$ cat config.mk
export PLATFORM = sky130hd
export DESIGN_NAME = rfpt_ctrl
export DESIGN_NICKNAME = d
export VERILOG_FILES = /design/src/rtl/rfpt_pkg.sv /design/src/rtl/rfpt_ctrl.sv
export SDC_FILE = /design/constraint.sdc
export NUM_CORES = 1
export LEC_CHECK = 0
export ABC_AREA = 1
export ABC_CLOCK_PERIOD_IN_PS = 1610
export BUFFER_PORTS_ARGS = -buffer_cell sky130_fd_sc_hd__buf_2
export CAP_MARGIN = 15
export CORE_MARGIN = 1.5
export CORE_UTILIZATION = 28
export DETAILED_ROUTE_END_ITERATION = 8
export PLACE_DENSITY_LB_ADDON = 0.25
export SLEW_MARGIN = 20
export SYNTH_ARGS = -nofsm -noshare
export SYNTH_HDL_FRONTEND = slang
export SYNTH_SLANG_ARGS = --single-unit
$ cat constraint.sdc
create_clock -name clk -period 1.61 [get_ports clk]
set_input_delay 0.0805 -clock clk [delete_from_list [all_inputs] [get_ports clk]]
set_output_delay 0.0805 -clock clk [all_outputs]
set_load 0.02 [all_outputs]
$ cat src/rtl/rfpt_pkg.sv
package rfpt_pkg;

	localparam int TS_W    = 42;
	localparam int WORD_W  = 32;
	localparam int KIND_W  = 2;
	localparam int DIV_W   = 64;

	// 1342177280 * 65536, Q16.16 period numerator
	localparam logic [DIV_W-1:0] PERIOD_NUM = 64'd1342177280 << 16;

	typedef enum logic [KIND_W-1:0] {
		KIND_LOAD  = 2'd0,
		KIND_QUERY = 2'd1,
		KIND_CLEAR = 2'd2,
		KIND_NONE  = 2'd3
	} kind_t;

	typedef enum logic [3:0] {
		ST_IDLE,
		ST_DIV,
		ST_CORDIC,
		ST_MUL,
		ST_STORE,
		ST_SCAN_RD,
		ST_SCAN_CMP,
		ST_MOD,
		ST_WRAP,
		ST_DONE
	} state_t;

	typedef struct packed {
		logic capture;
		logic div_start;
		logic div_for_mod;
		logic cordic_start;
		logic mul;
		logic store;
		logic scan_clr;
		logic scan_rd;
		logic scan_adv;
		logic hit;
		logic wrap;
		logic clear;
		logic miss;
	} cmd_t;

	typedef struct packed {
		kind_t kind;
		logic  load_ok;
		logic  div_done;
		logic  cordic_done;
		logic  scan_end;
		logic  bracket;
	} sts_t;

	function automatic logic [WORD_W-1:0] atan_turns(input logic [4:0] i);
		case (i)
			5'd0:  atan_turns = 32'h20000000;
			5'd1:  atan_turns = 32'h12E4051E;
			5'd2:  atan_turns = 32'h09FB385B;
			5'd3:  atan_turns = 32'h051111D4;
			5'd4:  atan_turns = 32'h028B0D43;
			5'd5:  atan_turns = 32'h0145D7E1;
			5'd6:  atan_turns = 32'h00A2F61E;
			5'd7:  atan_turns = 32'h00517C55;
			5'd8:  atan_turns = 32'h0028BE53;
			5'd9:  atan_turns = 32'h00145F2F;
			5'd10: atan_turns = 32'h000A2F98;
			5'd11: atan_turns = 32'h000517CC;
			5'd12: atan_turns = 32'h00028BE6;
			5'd13: atan_turns = 32'h000145F3;
			5'd14: atan_turns = 32'h0000A2F9;
			5'd15: atan_turns = 32'h0000517C;
			5'd16: atan_turns = 32'h000028BE;
			5'd17: atan_turns = 32'h0000145F;
			5'd18: atan_turns = 32'h00000A2F;
			5'd19: atan_turns = 32'h00000517;
			5'd20: atan_turns = 32'h0000028B;
			5'd21: atan_turns = 32'h00000145;
			5'd22: atan_turns = 32'h000000A2;
			5'd23: atan_turns = 32'h00000051;
			5'd24: atan_turns = 32'h00000028;
			5'd25: atan_turns = 32'h00000014;
			5'd26: atan_turns = 32'h0000000A;
			5'd27: atan_turns = 32'h00000005;
			5'd28: atan_turns = 32'h00000002;
			5'd29: atan_turns = 32'h00000001;
			default: atan_turns = 32'h00000000;
		endcase
	endfunction

endpackage

$ cat src/rtl/rfpt_ctrl.sv
module rfpt_ctrl
	import rfpt_pkg::*;
(
	input  logic clk,
	input  logic arst_n,
	input  logic in_fire,
	input  logic out_fire,
	input  sts_t sts,
	output cmd_t cmd,
	output logic in_rdy,
	output logic out_vld
);
	state_t state_q, state_d;
	logic   go_q;

	always_ff @(posedge clk or negedge arst_n) begin
		if (!arst_n) begin
			state_q <= ST_IDLE;
			go_q    <= 1'b0;
		end else begin
			state_q <= state_d;
			go_q    <= (state_q == ST_IDLE && in_fire) || (state_q == ST_SCAN_CMP &&
				sts.bracket && !sts.scan_end);
		end
	end

	always_comb begin
		state_d = state_q;
		case (state_q)
			ST_IDLE:
				if (in_fire)
					state_d = ST_DIV;
			ST_DIV: begin
				// first cycle decodes the captured kind and issues its start or clear command
				if (go_q) begin
					case (sts.kind)
						KIND_LOAD:  state_d = sts.load_ok ? ST_DIV : ST_DONE;
						KIND_QUERY: state_d = ST_SCAN_RD;
						default:    state_d = ST_DONE;
					endcase
				end else if (sts.div_done)
					state_d = ST_CORDIC;
			end
			ST_CORDIC:
				if (sts.cordic_done && !go_q)
					state_d = ST_MUL;
			ST_MUL:      state_d = ST_STORE;
			ST_STORE:    state_d = ST_DONE;
			// stop before reading past the last stored entry
			ST_SCAN_RD:  state_d = sts.scan_end ? ST_DONE : ST_SCAN_CMP;
			ST_SCAN_CMP: begin
				if (sts.bracket)
					state_d = ST_MOD;
				else
					state_d = ST_SCAN_RD;
			end
			ST_MOD:
				if (sts.div_done && !go_q)
					state_d = ST_WRAP;
			ST_WRAP:     state_d = ST_DONE;
			ST_DONE:
				if (out_fire)
					state_d = ST_IDLE;
			default:     state_d = ST_IDLE;
		endcase
	end

	always_comb begin
		cmd     = '0;
		in_rdy  = 1'b0;
		out_vld = 1'b0;
		case (state_q)
			ST_IDLE: begin
				in_rdy      = 1'b1;
				cmd.capture = in_fire;
			end
			ST_DIV: begin
				if (go_q) begin
					cmd.div_start = (sts.kind == KIND_LOAD) && sts.load_ok;
					cmd.scan_clr  = 1'b1;
					cmd.clear     = (sts.kind == KIND_CLEAR);
				end
				cmd.cordic_start = !go_q && sts.div_done;
			end
			ST_MUL:   cmd.mul = 1'b1;
			ST_STORE: cmd.store = 1'b1;
			ST_SCAN_RD: cmd.scan_rd = !sts.scan_end;
			ST_SCAN_CMP: begin
				cmd.scan_adv    = !sts.bracket;
				cmd.div_start   = sts.bracket;
				cmd.div_for_mod = 1'b1;
			end
			ST_MOD:  cmd.div_for_mod = 1'b1;
			ST_WRAP: cmd.wrap = 1'b1;
			ST_DONE: out_vld = 1'b1;
			default: ;
		endcase
	end
endmodule

* After elaboration in Yosys (flattened, before gate mapping) *
Cells that the tools add are included.

word-level totals
  bits in registers = 5
  output and inout bits = 15
  logic and storage cells = 60

cells by class
  equal/unequal tests = 16
  reduce and logical (&&, ||, !) cells = 15
  multiplexer cells = 27

operator list
  operator            number
  $pmux 4 s9          1
  $mux 4              8
  $eq 4x3->1 const B  4
  $mux 1              15
  $eq 4x2->1 const B  2
  $eq 4x4->1 const B  2
  $ne 2x2->1 const B  4
  $pmux 4 s2          1
  $logic_and 1x1->1   6
  $reduce_and 5->1    1
  $eq 4x1->1 const B  1
  $logic_not 4->1     1
  $reduce_or 2->1     2
  $logic_not 1->1     3
  $ne 3x3->1 const B  1
  $eq 2x1->1 const B  1
  $eq 2x2->1 const B  1
  $logic_not 2->1     1
  $mux 2              1
  $pmux 1 s2          1
  $logic_or 1x1->1    1

* Longest topological paths before layout *
  word-level depth = 4
  depth in mapped cells = 9
  gate-level depth less buffers = 9

* Worst setup path after synthesis *
OpenSTA, ideal clock, no wires.

  path type = reg-to-output
  from = reg state_q[2]
  to = out cmd[1] (netlist name)
  cell stages (with the launch flop) = 4
  setup slack = 0.160 ns
  arrival = 1.370 ns
  required time = 1.529 ns
  path through = dfrtp_1 nor2_2 nand2_2 nor4_1

RTL lines
  what                    RTL line         source
  from (decl)             rfpt_ctrl.sv:13  state_t state_q, state_d;
  from (signal assigned)  rfpt_ctrl.sv:21  state_q <= state_d;
  to (decl)               rfpt_ctrl.sv:9   output cmd_t cmd,

==> key figures <==
Yosys
  – YS warnings: 0
  – Avg Inst Size Synth: 5.513 um^2
  – Syn Inst Count: 96
  – Commonest cells in the netlist: 30 x nand2_1, 16 x nor2_1, 14 x inv_1
  – Register area share after synthesis: a little under a quarter
  – Post-synthesis register bit count: 5
  – Top cells by area, synth: dfrtp_1 24%, nand2_1 21%, nor2_1 11%, inv_1 9.9%, nand3_1 9.5%
  – Post-Syn Area: 529.3 um^2
  – Area leader, netlist: dfrtp_1
  – Yosys top cell area share: 23.64%
  – Async SR Flop Fraction: 100.0%
  – Post-synth top flop: dfrtp_1
  – Most numerous cell in the Yosys netlist: nand2_1
  – Netlist cell types: 17
  – Post-synth EDFFs: 0

Setup path
  – Worst Setup Start Kind: register
  – Crit path required time: 1530 ps
  – Max FO, Critical Path: 7
  – Slowest cell on the critical path: dfrtp_1
  – Crit Path Category: reg -> out
  – CP most frequent cell: nor2_4
  – CP Cell Sequence: nor2_4 > nand2_2 > nor2_4 > nand3_1 > nand2_1 > buf_2
  – Endpoint type of the worst setup path: output port
  – CP Buf/Inv Count: 1
  – Arr. time, crit path: 1410 ps
  – Family with the most delay on the worst path: simple AND/OR/NAND/NOR gates
  – Slowest stage delay, CP: between 400 and 500 ps

Global routing
  – Largest net degree at the start of global routing: 8
  – Initial antenna violation count: 0
  – Number of global-route vias before repair: between 500 and 600
  – First-pass GRT wire length: 2297 um
  – GR Util All Layers: 14.90%
  – Gr ovfl total: 0

Die
  – Die Ht: ~46 um
  – Initial Util: 30.32%
  – Die Area: about 2200 um^2
  – Core Footprint: 1745 um^2
  – I/O pins: 26
  – Row count: 15
  – Chip width: around 46 um

Timing
  – RSZ-0062 raised after global routing: no
  – Slew Viols, Final: 0
  – Setup TNS: 0 ps
  – Post-layout min period: 1488 ps
  – Hold Fails Final Rpt: 0
  – Setup violators final: 0
  – FMAX: between 600 and 700 MHz
  – Tcrit/Tclk final: 92.40%
  – Final clock skew: 4.417 ps

Final layout
  – Final #Nets: 135
  – Area of the multi-input gates: 334.1 um^2
  – Fillcell total: 200
  – Share of cells above drive strength 1: 31.71%
  – Synthesis-to-layout area growth: 33.81%
  – Ant. Diodes: 0
  – Register Area: approximately 130 um^2

Route
  – Antenna Violating Nets Remaining: 0
  – 1st-iter DRT viols: 19
  – First-pass DRT Iterations: 4
  – Via-to-Cell Ratio: between 4 and 5
  – Vias post-DR: 646
  – Post-Route WL: roughly 1400 um
  – Drt drc: 0
  – Wire per inst: 9.372 um

Clock network
  – Inserted Clock Buffers: 3
  – Clock Tree Root: clkbuf_4
  – Clk sinks: 5
  – H-tree Lvls: 1
  – Clk_lat worst skew: 240 ps
  – CTS max path bufs: 2
  – Clock slew at reported path FFs: 40 ps
  – TritonCTS clock tree: built

Power
  – Register share of total power: a little over a fifth
  – Cell Int Power: 551.3 uW
  – Clk pwr share: 11.5%
  – Worst vdd ir: 0.7556 mV
  – Design Power: 1.248 mW
  – Power Density: 1763 nW/um^2
  – Leak pwr: roughly 0.46 nW
  – Logic gate share of total power: 66.9%
  – Sw power: about 700 uW
  – Sw Ratio: 55.83%

Place
  – Placer Congestion: 0.8366
  – HPWL after DPL: about 1200 um
  – IO buf count: 23

Worst hold path
  – Worst hold path type: in -> reg

Run status
  – Status: complete, no violations

Run
  – Max_cap viols: 0
## cells by family after synthesis
logic type             after synthesis  share of synthesized area (%)
other                                1                         0.7085
DFF                                  5                          23.64
and+or+nand+nor                     67                          56.74
AOI/OAI and AO/OA                    4                          4.019
buffers and inverters               19                          14.89
## sequential cells by signal, indices dropped and copies added, names as in the netlist
signal   count
state_q      4
go_q         1
## per-layer routing
layer | global-route usage (%) | vias up | part of all wire [%]
met5 | 0 | - | 0
met3 | 4.706 | 0 | 5.5
li1 | - | 343 | -
met1 | 18.91 | 285 | 45
met2 | 24.72 | 18 | 50
met4 | 2.857 | 0 | 0
## timing repair
action,in CTS,in global routing
hold buffers,1,0
resized for setup,0,3
setup endpoints to repair,0,2
buffers inserted,0,0
hold endpoints to repair,5,0
## cell usage in the layout, fill, tap and decap left out
cell type      instances
a21oi_1                1
dlygate4sd3_1          1
clkbuf_4               3
nand2_1               30
nor2_4                 3
conb_1                 2
inv_2                  3
o21ai_0                2
dfrtp_1                3
clkbuf_1               1
dfrtp_2                2
buf_2                 23
nor4_1                 1
nand3_1               10
inv_1                 14
nor3_1                 1
nor2_1                16
o22ai_1                1
nand2_2                2
nor2_2                 3
nand4_1                1
## power by group through the flow
| stage | registers, mW | logic [mW] | clock network, mW |
|---|---|---|---|
| after CTS | 0.258 | 0.839 | 0.151 |
| after detailed placement | 0.260 | 0.834 | 0 |
| after floorplan | 0.244 | 0.638 | 0 |
| final | 0.269 | 0.835 | 0.144 |
| after global routing | 0.281 | 0.954 | 0.160 |
| after global placement | 0.261 | 0.832 | 0 |
## final timing paths
check,from,to,slack (ps),cells after the start
max,state_q[2],cmd[11],120,6
min,sts[1],go_q,40,2
max reg2reg,state_q[3],state_q[0],330,8
min reg2reg,state_q[0],state_q[0],610,2
max in group asynchronous,arst_n,state_q[1],1280,2
min in group asynchronous,arst_n,state_q[2],190,2
## per-stage QoR
stage	utilization, %	setup slack [ps]	cells	area (um^2)	hold WS (ps)
6_report	40.57	122.4	148	708.2	40.88
4_1_cts	40.14	35.78	148	700.7	35.25
2_1_floorplan	-	159.7	97	533.0	-215.1
3_3_place_gp	38.06	322.9	143	664.4	-99.20
5_1_grt	40.57	19.05	148	708.2	33.80
3_5_place_dp	38.06	299.9	143	664.4	-98.80
## cell type report
cell class | count | area share [%]
Tap cell | 25 | 4.417
Timing Repair Buffer | 24 | 17.67
Clock buffer | 4 | 3.710
Multi-Input combinational cell | 73 | 47.17
Inverter | 17 | 9.011
Sequential cell | 5 | 18.02
## worst register-to-register path, delay by kind of cell, from the launching register on
family | cells | cell delay [ps]
DFF | 1 | 420
buffers and inverters | 1 | 120
and+or+nand+nor | 7 | 620
No activity file was read; power rests on OpenSTA's default activity.
